$ cat src/hdl/assert_macros.svh
// ----------------------------------------------------------------------------
// assert_macros.svh
// Concurrent check macros, sampled on clk, quiet while rst_n is low.
// ----------------------------------------------------------------------------
`ifndef ASSERT_MACROS_SVH
`define ASSERT_MACROS_SVH

// antecedent implies consequent in the same cycle
`define CHK_IMPLY(label, ante, cons, msg) \
  label: assert property (@(posedge clk) disable iff (!rst_n) (ante) |-> (cons)) \
    else $error(msg);

// expression must always hold
`define CHK_ALWAYS(label, expr, msg) \
  label: assert property (@(posedge clk) disable iff (!rst_n) (expr)) \
    else $error(msg);

`endif

$ cat src/hdl/id3fh_pkg.sv
// ----------------------------------------------------------------------------
// id3fh_pkg
// Shared types and constants of the ID3v2 frame header parser.
// ----------------------------------------------------------------------------
`default_nettype none

package id3fh_pkg;

  localparam logic [2:0] VER_22    = 3'd2;
  localparam logic [2:0] VER_23    = 3'd3;
  localparam logic [2:0] VER_24    = 3'd4;
  localparam logic [2:0] VER_RESET = VER_23;

  localparam logic [4:0] FULL_ID_LEN = 5'd4;
  localparam logic [4:0] FIXED_LEN   = 5'd10;
  localparam logic [4:0] MAX_HDR_LEN = 5'd16;

  typedef enum logic [2:0] {
    ST_OK         = 3'd0,
    ST_ID_TRUNC   = 3'd1,
    ST_ZERO_SIZE  = 3'd2,
    ST_FLAG_TRUNC = 3'd3,
    ST_OPT_TRUNC  = 3'd4
  } status_t;

  typedef struct packed {
    logic [7:0] data_byte;
    logic       start_of_header;
    logic       buffer_end;
  } item_t;

  typedef struct packed {
    logic [31:0] frame_id;
    logic [31:0] content_size;
    logic        tag_alter;
    logic        file_alter;
    logic        read_only;
    logic        unsync;
    logic [31:0] decompression_size;
    logic [7:0]  encryption_symbol;
    logic [7:0]  group_symbol;
    logic [4:0]  bytes_consumed;
    status_t     status;
  } result_t;

  typedef struct packed {
    logic [4:0] byte_pos;
    logic       done;
  } core_stat_t;

  // optional field offsets and lengths after the fixed 10-byte header
  typedef struct packed {
    logic [4:0] od;
    logic [4:0] dl;
    logic [4:0] oe;
    logic [4:0] el;
    logic [4:0] og;
    logic [4:0] gl;
    logic [4:0] total;
  } plan_t;

  function automatic plan_t plan_of(input logic [2:0] lay, input logic [7:0] f1);
    plan_t p;
    p = '0;
    if (lay == VER_23) begin
      p.dl = f1[7] ? 5'd4 : 5'd0;
      p.el = f1[6] ? 5'd1 : 5'd0;
      p.gl = f1[5] ? 5'd1 : 5'd0;
      p.od = 5'd0;
      p.oe = p.dl;
      p.og = p.dl + p.el;
    end else begin
      p.gl = f1[6] ? 5'd1 : 5'd0;
      p.el = f1[2] ? 5'd1 : 5'd0;
      p.dl = f1[0] ? 5'd4 : 5'd0;
      p.og = 5'd0;
      p.oe = p.gl;
      p.od = p.gl + p.el;
    end
    p.total = p.dl + p.el + p.gl;
    return p;
  endfunction

endpackage

`default_nettype wire

$ cat src/hdl/id3fh_in_stage.sv
// ----------------------------------------------------------------------------
// id3fh_in_stage
// Input register; holds one request until the parse stage takes it.
// ----------------------------------------------------------------------------
`default_nettype none

module id3fh_in_stage
  import id3fh_pkg::*;
(
  input  wire logic  clk,
  input  wire logic  rst_n,
  input  wire logic  in_valid,
  output logic       in_stall,
  input  wire item_t in_item,
  input  wire logic  adv,
  output logic       s1_valid,
  output item_t      s1_item
);

  logic  s1_valid_r;
  item_t s1_item_r;

  assign in_stall = s1_valid_r & ~adv;
  assign s1_valid = s1_valid_r;
  assign s1_item  = s1_item_r;

  always_ff @(posedge clk) begin
    if (!rst_n) begin
      s1_valid_r <= 1'b0;
    end else if (!in_stall) begin
      s1_valid_r <= in_valid;
    end
  end

  always_ff @(posedge clk) begin
    if (!in_stall && in_valid) begin
      s1_item_r <= in_item;
    end
  end

endmodule

`default_nettype wire

$ cat src/hdl/id3fh_core.sv
// ----------------------------------------------------------------------------
// id3fh_core
// Parse state, version register and single-pass byte update / result build.
// ----------------------------------------------------------------------------
`default_nettype none

module id3fh_core
  import id3fh_pkg::*;
(
  input  wire logic       clk,
  input  wire logic       rst_n,
  input  wire logic       cfg_wr_en,
  input  wire logic [2:0] cfg_wr_data,
  input  wire logic       fire,
  input  wire item_t      item,
  output logic            res_valid,
  output result_t         res,
  output core_stat_t      stat
);

  logic [4:0]  pos_r;
  logic        done_r;
  logic [2:0]  lay_r;
  logic [2:0]  ver_r;
  logic [31:0] id_r, size_r, opt_r;
  logic [15:0] flag_r;
  logic [7:0]  enc_r, grp_r;

  logic [4:0]  pos0, n, idl, idl2, k, nx, start;
  logic        done0, hit;
  logic [2:0]  lay;
  logic [31:0] id0, size0, opt0, id_nxt, size_nxt, opt_nxt;
  logic [15:0] flag0, flag_nxt;
  logic [7:0]  enc0, grp0, enc_nxt, grp_nxt, b;
  plan_t       pl0, pl;
  result_t     r;

  always_comb begin
    b     = item.data_byte;
    pos0  = item.start_of_header ? 5'd0  : pos_r;
    id0   = item.start_of_header ? 32'd0 : id_r;
    size0 = item.start_of_header ? 32'd0 : size_r;
    flag0 = item.start_of_header ? 16'd0 : flag_r;
    opt0  = item.start_of_header ? 32'd0 : opt_r;
    enc0  = item.start_of_header ? 8'd0  : enc_r;
    grp0  = item.start_of_header ? 8'd0  : grp_r;
    lay   = item.start_of_header ? ver_r : lay_r;
    done0 = item.start_of_header ? (ver_r < VER_22 || ver_r > VER_24) : done_r;

    n    = pos0 + 5'd1;
    idl  = (lay == VER_22) ? FULL_ID_LEN - 5'd1 : FULL_ID_LEN;
    idl2 = {idl[3:0], 1'b0};
    k    = n - FIXED_LEN - 5'd1;
    nx   = n - FIXED_LEN;

    id_nxt   = id0;
    size_nxt = size0;
    flag_nxt = flag0;
    opt_nxt  = opt0;
    enc_nxt  = enc0;
    grp_nxt  = grp0;
    pl0      = plan_of(lay, flag0[7:0]);

    if (n <= idl) begin
      id_nxt = {id0[23:0], b};
    end else if (n <= idl2) begin
      size_nxt = (lay == VER_24) ? {size0[24:0], b[6:0]} : {size0[23:0], b};
    end else if (n <= FIXED_LEN) begin
      flag_nxt = {flag0[7:0], b};
    end else begin
      if (pl0.dl != 5'd0 && k >= pl0.od && k < pl0.od + pl0.dl) begin
        opt_nxt = (lay == VER_24) ? {opt0[24:0], b[6:0]} : {opt0[23:0], b};
      end
      if (pl0.el != 5'd0 && k == pl0.oe) begin
        enc_nxt = b;
      end
      if (pl0.gl != 5'd0 && k == pl0.og) begin
        grp_nxt = b;
      end
    end

    pl    = plan_of(lay, flag_nxt[7:0]);
    start = (pl.dl != 5'd0 && nx >= pl.od && nx < pl.od + pl.dl) ? pl.od : nx;

    r   = '0;
    hit = 1'b1;
    if (n == idl2 && size_nxt == 32'd0) begin
      r.status = ST_ZERO_SIZE;
      if (lay == VER_22) begin
        r.frame_id       = id_nxt;
        r.bytes_consumed = idl2;
      end else begin
        r.bytes_consumed = idl;
      end
    end else if (n == idl2 && lay == VER_22) begin
      r.frame_id       = id_nxt;
      r.content_size   = size_nxt;
      r.bytes_consumed = idl2;
      r.status         = ST_OK;
    end else if (n >= FIXED_LEN && n == FIXED_LEN + pl.total) begin
      r.frame_id           = id_nxt;
      r.content_size       = size_nxt;
      r.decompression_size = opt_nxt;
      r.encryption_symbol  = enc_nxt;
      r.group_symbol       = grp_nxt;
      r.bytes_consumed     = n;
      r.status             = ST_OK;
    end else if (item.buffer_end) begin
      if (n < idl) begin
        r.status = ST_ID_TRUNC;
      end else if (n < idl2) begin
        r.status         = ST_ID_TRUNC;
        r.bytes_consumed = idl;
      end else if (n < FIXED_LEN) begin
        r.status         = ST_FLAG_TRUNC;
        r.content_size   = size_nxt;
        r.bytes_consumed = idl2;
      end else begin
        r.status       = ST_OPT_TRUNC;
        r.frame_id     = id_nxt;
        r.content_size = size_nxt;
        if (pl.dl != 5'd0 && pl.od + pl.dl <= nx) r.decompression_size = opt_nxt;
        if (pl.el != 5'd0 && pl.oe + 5'd1 <= nx)  r.encryption_symbol  = enc_nxt;
        if (pl.gl != 5'd0 && pl.og + 5'd1 <= nx)  r.group_symbol       = grp_nxt;
        r.bytes_consumed = FIXED_LEN + start;
      end
    end else begin
      hit = 1'b0;
    end

    // flag bits only on results past the fixed header
    if (hit && n >= FIXED_LEN && !(n == idl2)) begin
      if (lay == VER_23) begin
        r.tag_alter  = flag_nxt[15];
        r.file_alter = flag_nxt[14];
        r.read_only  = flag_nxt[13];
      end else if (lay == VER_24) begin
        r.tag_alter  = flag_nxt[14];
        r.file_alter = flag_nxt[13];
        r.read_only  = flag_nxt[12];
        r.unsync     = flag_nxt[1];
      end
    end
  end

  assign res_valid = fire & ~done0 & hit;
  assign res       = r;
  assign stat      = '{byte_pos: pos_r, done: done_r};

  always_ff @(posedge clk) begin
    if (!rst_n) begin
      ver_r  <= VER_RESET;
      lay_r  <= VER_RESET;
      pos_r  <= 5'd0;
      done_r <= 1'b1;
    end else begin
      if (cfg_wr_en) begin
        ver_r <= cfg_wr_data;
      end
      if (fire) begin
        lay_r  <= lay;
        pos_r  <= done0 ? pos0 : n;
        done_r <= done0 | hit;
      end
    end
  end

  always_ff @(posedge clk) begin
    if (fire) begin
      if (done0) begin
        id_r   <= id0;
        size_r <= size0;
        flag_r <= flag0;
        opt_r  <= opt0;
        enc_r  <= enc0;
        grp_r  <= grp0;
      end else begin
        id_r   <= id_nxt;
        size_r <= size_nxt;
        flag_r <= flag_nxt;
        opt_r  <= opt_nxt;
        enc_r  <= enc_nxt;
        grp_r  <= grp_nxt;
      end
    end
  end

endmodule

`default_nettype wire

$ cat src/hdl/id3fh_out_stage.sv
// ----------------------------------------------------------------------------
// id3fh_out_stage
// Result register; holds a result until the receiver takes it.
// ----------------------------------------------------------------------------
`default_nettype none

module id3fh_out_stage
  import id3fh_pkg::*;
(
  input  wire logic    clk,
  input  wire logic    rst_n,
  input  wire logic    res_valid,
  input  wire result_t res,
  input  wire logic    out_stall,
  output logic         out_valid,
  output result_t      out_res,
  output logic         adv
);

  logic    out_valid_r;
  result_t out_res_r;

  assign adv       = ~out_valid_r | ~out_stall;
  assign out_valid = out_valid_r;
  assign out_res   = out_res_r;

  always_ff @(posedge clk) begin
    if (!rst_n) begin
      out_valid_r <= 1'b0;
    end else if (res_valid) begin
      out_valid_r <= 1'b1;
    end else if (!out_stall) begin
      out_valid_r <= 1'b0;
    end
  end

  always_ff @(posedge clk) begin
    if (res_valid) begin
      out_res_r <= res;
    end
  end

endmodule

`default_nettype wire

$ cat src/hdl/id3v2_frame_header_parser.sv
// ----------------------------------------------------------------------------
// id3v2_frame_header_parser
// ID3v2.2/2.3/2.4 frame header parser, one header byte per request.
//
//   channel  dir  handshake            payload
//   in_      in   in_valid/in_stall    data_byte, start_of_header, buffer_end
//   out_     out  out_valid/out_stall  id, size, flags, optional fields, status
//   cfg_     in   cfg_wr_en            tag_version (3 bits)
//
// One byte per cycle sustained while out_stall is low; a byte passes through the input
// register and then the result register before its result appears.
// Reset is synchronous; no clearing pass. Version resets to 3.
// An out_stall with a held result stalls the input only when a byte waits.
// ----------------------------------------------------------------------------
`default_nettype none

`include "assert_macros.svh"

module id3v2_frame_header_parser
  import id3fh_pkg::*;
(
  input  wire logic        clk,
  input  wire logic        rst_n,
  input  wire logic        cfg_wr_en,
  input  wire logic [2:0]  cfg_wr_data,
  input  wire logic        in_valid,
  output logic             in_stall,
  input  wire logic [7:0]  in_data_byte,
  input  wire logic        in_start_of_header,
  input  wire logic        in_buffer_end,
  output logic             out_valid,
  input  wire logic        out_stall,
  output logic [31:0]      out_frame_id,
  output logic [31:0]      out_content_size,
  output logic             out_tag_alter,
  output logic             out_file_alter,
  output logic             out_read_only,
  output logic             out_unsync,
  output logic [31:0]      out_decompression_size,
  output logic [7:0]       out_encryption_symbol,
  output logic [7:0]       out_group_symbol,
  output logic [4:0]       out_bytes_consumed,
  output logic [2:0]       out_status
);

  item_t      in_item, s1_item;
  logic       s1_valid, adv, fire, res_valid;
  result_t    res, out_res;
  core_stat_t stat;

  assign in_item = '{data_byte: in_data_byte, start_of_header: in_start_of_header,
                     buffer_end: in_buffer_end};
  assign fire    = s1_valid & adv;

  id3fh_in_stage u_in (
    .clk      (clk),
    .rst_n    (rst_n),
    .in_valid (in_valid),
    .in_stall (in_stall),
    .in_item  (in_item),
    .adv      (adv),
    .s1_valid (s1_valid),
    .s1_item  (s1_item)
  );

  id3fh_core u_core (
    .clk         (clk),
    .rst_n       (rst_n),
    .cfg_wr_en   (cfg_wr_en),
    .cfg_wr_data (cfg_wr_data),
    .fire        (fire),
    .item        (s1_item),
    .res_valid   (res_valid),
    .res         (res),
    .stat        (stat)
  );

  id3fh_out_stage u_out (
    .clk       (clk),
    .rst_n     (rst_n),
    .res_valid (res_valid),
    .res       (res),
    .out_stall (out_stall),
    .out_valid (out_valid),
    .out_res   (out_res),
    .adv       (adv)
  );

  assign out_frame_id           = out_res.frame_id;
  assign out_content_size       = out_res.content_size;
  assign out_tag_alter          = out_res.tag_alter;
  assign out_file_alter         = out_res.file_alter;
  assign out_read_only          = out_res.read_only;
  assign out_unsync             = out_res.unsync;
  assign out_decompression_size = out_res.decompression_size;
  assign out_encryption_symbol  = out_res.encryption_symbol;
  assign out_group_symbol       = out_res.group_symbol;
  assign out_bytes_consumed     = out_res.bytes_consumed;
  assign out_status             = out_res.status;

  `CHK_IMPLY(a_res_slot_free, res_valid, !out_valid || !out_stall, "result over held result")
  `CHK_ALWAYS(a_pos_bound, stat.byte_pos <= MAX_HDR_LEN, "byte position past header end")
  `CHK_IMPLY(a_active_pos, !stat.done, stat.byte_pos != 5'd0, "active parse with no bytes")
  `CHK_IMPLY(a_ok_len, out_valid && out_status == ST_OK, out_bytes_consumed >= 5'd6, "short ok")

endmodule

`default_nettype wire
$ cat config.mk
export PLATFORM = sky130hd
export DESIGN_NAME = id3v2_frame_header_parser
export DESIGN_NICKNAME = d
export VERILOG_FILES = /design/src/hdl/id3fh_pkg.sv /design/src/hdl/id3fh_in_stage.sv /design/src/hdl/id3fh_core.sv /design/src/hdl/id3fh_out_stage.sv /design/src/hdl/id3v2_frame_header_parser.sv
export VERILOG_INCLUDE_DIRS = /design/src /design/src/hdl
export SDC_FILE = /design/constraint.sdc
export NUM_CORES = 1
export LEC_CHECK = 0
export BUFFER_PORTS_ARGS = -buffer_cell sky130_fd_sc_hd__buf_2
export CORE_ASPECT_RATIO = 0.6
export CORE_MARGIN = 2
export CORE_UTILIZATION = 36
export CTS_BUF_LIST = sky130_fd_sc_hd__clkbuf_8
export DETAILED_ROUTE_END_ITERATION = 8
export GPL_ROUTABILITY_DRIVEN = 0
export SYNTH_ARGS = -nofsm -noshare
export SYNTH_HDL_FRONTEND = slang
export SYNTH_HIERARCHICAL = 1
export SYNTH_SLANG_ARGS = --single-unit
$ cat constraint.sdc
create_clock -name clk -period 12.8 [get_ports clk]
set_clock_uncertainty 0.1 [all_clocks]
set_input_delay 0.64 -clock clk [delete_from_list [all_inputs] [get_ports clk]]
set_output_delay 0.64 -clock clk [all_outputs]
set_load 0.01 [all_outputs]
# == Word-level counts from Yosys, hierarchy flattened ==
# Index checks and enable logic that the tools add are counted.
# word_totals
register_bits,276
latch_bits,0
ram_bits,0
romBits,0
in_bits,18
out_inout_bits,126
word_cells,189
n_memories,0
# op_classes
n_addsub,15
mul,0
div_mod_pow,0
magnitude_cmp,16
eq_ne,8
shift,0
mux,80
bitwise_logic,13
reduce_logical,29
# ops
operator,count
$mux W32,19
$mux W64,5
$mux W8,18
$mux W56,2
$mux W48,2
$mux W16,5
$mux W30,2
$mux W53,1
$add A5 B5 Y5,8
$logic_not A32 Y1,1
$reduce_bool A5 Y1,6
$le A5 B5 Y1,5
$mux W3,8
$eq A5 B5 Y1,4
$lt A5 B5 Y1,4
$mux W5,4
$add A5 B1 Y5 const B,3
$logic_and A1 B1 Y1,15
$mux W1,13
$add A4 B5 Y5 const A,2
$ge A5 B5 Y1,2
$not A1 Y1,7
$eq A3 B2 Y1 const B,2
$reduce_or A6 Y1,1
other kinds (17),22

# == Longest topological paths before layout ==
# depth
depth_word,21
mapped_depth,28

# == Cells and area by module ==
# The synthesis kept the hierarchy.
# modules_own_cells
module,instances,cells_each,area_per_inst_um2,seq_area_each_um2
id3fh_core,1,1240,10511.3,3933.8
id3fh_out_stage,1,128,3758.6,3743.6
id3fh_in_stage,1,14,347.8,320.3
id3v2_frame_header_parser,1,1,6.3,0.0

# == Worst setup path before layout ==
# Ideal clock, no wire load.
# synth_timing
kind,reg-to-reg
from,register u_in.s1_item_r (netlist bit u_in/s1_item[1])
to,"register u_out.out_res_r (netlist bit u_out/out_res[0]), enable pin"
arrival_ns,10.194
path_slack_ns,1.896
path_stages_with_launch,26
synth_period_minus_slack_ns,10.904
path_cell_list,edfxtp_1 -> buf_2 -> buf_1 -> inv_1 -> buf_1 -> nand2_1 -> inv_1 -> ha_1 -> nor2b_1 -> o2111a_1 -> a211oi_4 -> nor2_1 -> nand3_1 -> buf_2 -> mux2_2 -> a21o_1 -> ha_1 -> ha_1 -> xnor2_1 -> mux2i_1 -> o32ai_1 -> and3_1 -> clkbuf_1 -> a21oi_1 -> and3_1 -> nor2_1
# synth_via
elab_chain_cells,17
# synth_lines
item,line,rtl
start: declaration,id3fh_in_stage.sv:21,item_t s1_item_r;
start signal: assignment,id3fh_in_stage.sv:37,s1_item_r <= in_item;
$mux W5 or $mux W3 (tied branches),"id3fh_core.sv:40, id3fh_core.sv:47",
$add A5 B1 Y5 or $eq A3 B2 Y1 (tied branches),"id3fh_core.sv:50, id3fh_core.sv:51, id3fh_core.sv:95",
$le A5 B4 Y1 or $mux W3 (tied branches),"id3fh_core.sv:68, id3fh_core.sv:51",
$mux W16 or $le A5 B5 Y1 (tied branches),"id3fh_core.sv:68, id3fh_core.sv:66",
$mux W16,id3fh_core.sv:66,end else if (n <= idl2) begin
$mux W16,id3fh_core.sv:64,if (n <= idl) begin
$mux W1 (tied with other cells),id3fh_pkg.sv:74,p.el = f1[2] ? 5'd1 : 5'd0;
$mux W30,id3fh_pkg.sv:65,if (lay == VER_23) begin
$add A5 B5 Y5 (2 in series),id3fh_pkg.sv:80,p.total = p.dl + p.el + p.gl;
$add A4 B5 Y5,id3fh_core.sv:100,end else if (n >= FIXED_LEN && n == FIXED_LEN + pl.total) begin
$eq A5 B5 Y1,id3fh_core.sv:100,
$logic_and A1 B1 Y1,id3fh_core.sv:100,
$mux W1,id3fh_core.sv:100,
$mux W1,id3fh_core.sv:95,end else if (n == idl2 && lay == VER_22) begin
$mux W1,id3fh_core.sv:87,if (n == idl2 && size_nxt == 32'd0) begin
$and A1 B1 Y1 (*),id3fh_core.sv:146,assign res_valid = fire & ~done0 & hit;
named net res_valid,id3v2_frame_header_parser.sv:47,"logic s1_valid, adv, fire, res_valid;"
end signal: assignment,id3fh_out_stage.sv:39,out_res_r <= res;
end: declaration,id3fh_out_stage.sv:21,result_t out_res_r;
# Mark *: on every way through the listed nets, which the timed path passes. The rest lies on a longest branch.
# A chain may end at the register's enable or synchronous reset.

# == Worst setup path in the final report ==
# layout_timing
from,register u_in.s1_item_r (netlist bit u_in/s1_item[1])
to,"register u_out.out_res_r (netlist bit u_out/out_res[45]), enable pin"
# The elaborated chain is that of the path after synthesis.

==> metrics.txt <==
Arrival @ worst endpoint about 8.4 ns; die area 0.0423 mm²; die width 264 µm; Inst Count DP 1963; Clk Latency, worst-skew pair 0.58 ns; share of cells above drive strength 1 0.185; Post-CTS Setup Bufs 0; Routed WL 41700 µm; filler instances 3978; CTS Hold Buffers Added 0; Crit Path Max Fanout 74; Worst R2R End u_out/out_res[45]$_DFFE_PP_; CTS tree built; post-synthesis cell area 0.0146 mm²; Fin. Hold Viols 0; most frequent cells in the layout edfxtp_1 (257), nand2_1 (211), buf_2 (143); Critical Path Source Type flip-flop; maxcap violations 0; Worst EP required 12.88 ns; hold crit path type input pin to flip-flop; clk slew on worst S/H paths 0.06 ns; Core ar. 0.0402 mm²; Syn Inst Count 1382; RSZ-0062 raised after global routing no; grt ovf 0; drt pass-1 iters 7; first-pass GRT wire length approximately 64000 µm; vias in the first global route 10600; Cell Chain, Critical Path buf_4, nand4bb_1, o21ai_2, inv_1, ha_1, nor2b_1, a2bb2oi_1, a211o_1, buf_4, nand2b_1, o31ai_1, a21oi_1, a21o_1, ha_1, ha_1, xnor2_1, mux2i_1, o32ai_1, and3_1, a21oi_1, and3_1, nor2_4, buf_4; Slew headroom 0.175; drt initial violations 1307; Design Area, Final 0.0165 mm²; final cell utilization of the core 0.410; power after layout 1.89 mW; initial antenna violation count 1; post-cts resize count 0; clock buffer depth 3; Synth Net Count 1421; # IOs 144; Post-Layout Cell Count 2044; P&R area growth vs syn 12.8%; Worst Path Buf+Inv 4; pre-CTS WS 4.72 ns; Die H 160 µm; FF-to-FF path depth 23; status finished, final reports clean; post-DR wirelength/cell 20.4 µm; Max Slew Vio Count 0; critical path endpoint u_out/out_res[45]$_DFFE_PP_; DRC viols 0; via count 11400; Reg2Reg Launch Point u_in/s1_item[1]$_DFFE_PP_; Power Density 115 mW/mm²; r2r setup slk 4.48 ns; total CTS buffers 45; Syn Area/Cell 10.6 µm²; CP endpoint kind flip-flop; Placed Area around 0.016 mm²; worst setup margin ~4.5 ns; CTS H-tree lvls 2; crit path time final between 8 and 9 ns; final hold slack 0.145 ns; CP Depth 23; Port Buf Inserts 143; largest net degree at the start of global routing 86; dpl hpwl 27300 µm; clk root buf clkbuf_8; Total Routing Usage GR 0.192; starting density of the core 0.363; Fin Setup TNS 0 ns; DRT antenna net count 0; CP max stage delay around 1.0 ns; CP max-delay cell edfxtp_1; Final Setup Violations 0; Worst Setup SP u_in/s1_item[1]$_DFFE_PP_; Final #Nets 1518; Final period util 0.650; Via density 5.56; Rows 57; commonest non-fill, non-tap cell in the layout edfxtp_1; f_max 120 MHz; CTS Sinks 271; LEAKAGE 6.32 nW; family with the most delay on the worst path compound AO/OA/AOI/OAI gates; maximum vdd drop 53.5 µV; Tightest Pin Transition 1.24 ns; yosys warns 6; Setup CP Type flip-flop to flip-flop
-- state kept, by name, summed over array words and instances (netlist names), 5 cells and up --
register,count
u_core/size_r,32
u_core/enc_r,8
u_in/s1_item,10
u_core/opt_r,32
u_core/flag_r,11
u_core/pos_r,5
u_out/out_res,124
u_core/id_r,32
u_core/grp_r,8
-- worst min-delay path by stage --
stage,to,cells after the start,startpoint,slack [ns]
floorplan,u_core/lay_r[2]$_SDFFE_PN0P_,2,u_core/lay_r[2]$_SDFFE_PN0P_,0.39
global placement,u_core/lay_r[2]$_SDFFE_PN0P_,2,u_core/lay_r[2]$_SDFFE_PN0P_,0.43
detailed placement,u_core/lay_r[2]$_SDFFE_PN0P_,2,u_core/lay_r[2]$_SDFFE_PN0P_,0.44
CTS,u_in/s1_item[0]$_DFFE_PP_,1,in_buffer_end,0.12
global route,u_in/s1_item[7]$_DFFE_PP_,1,in_data_byte[5],0.13
finish,u_in/s1_item[0]$_DFFE_PP_,1,in_buffer_end,0.14
-- metal layers --
metal / wire length (µm) / GRT usage
met1: 19700 / 0.298
met2: 17600 / 0.271
met3: 3470 / 0.0379
met4: 884 / 0.0498
met5: 0 / 0
-- area by class of cell --
class	instances	area, µm²	share of cell area
inverters	25	93.8	0.00569
diodes	1	2.50	0.000152
multi-input cells	977	6110	0.371
clock buffers	47	647	0.0392
well taps	531	664	0.0403
clock inverters	33	131	0.00797
flip-flops and latches	271	8000	0.485
repair buffers	159	836	0.0507
-- where the power goes --
part	switching [mW]	leakage, nW	total [mW]	internal (mW)
Clock	0.352	0.482	0.689	0.337
Combinational	0.113	3.25	0.168	0.0549
Sequential	0.0327	2.59	1.03	1.00
Total	0.497	6.32	1.89	1.39
Note: power is estimated with default switching activity, not from simulation.
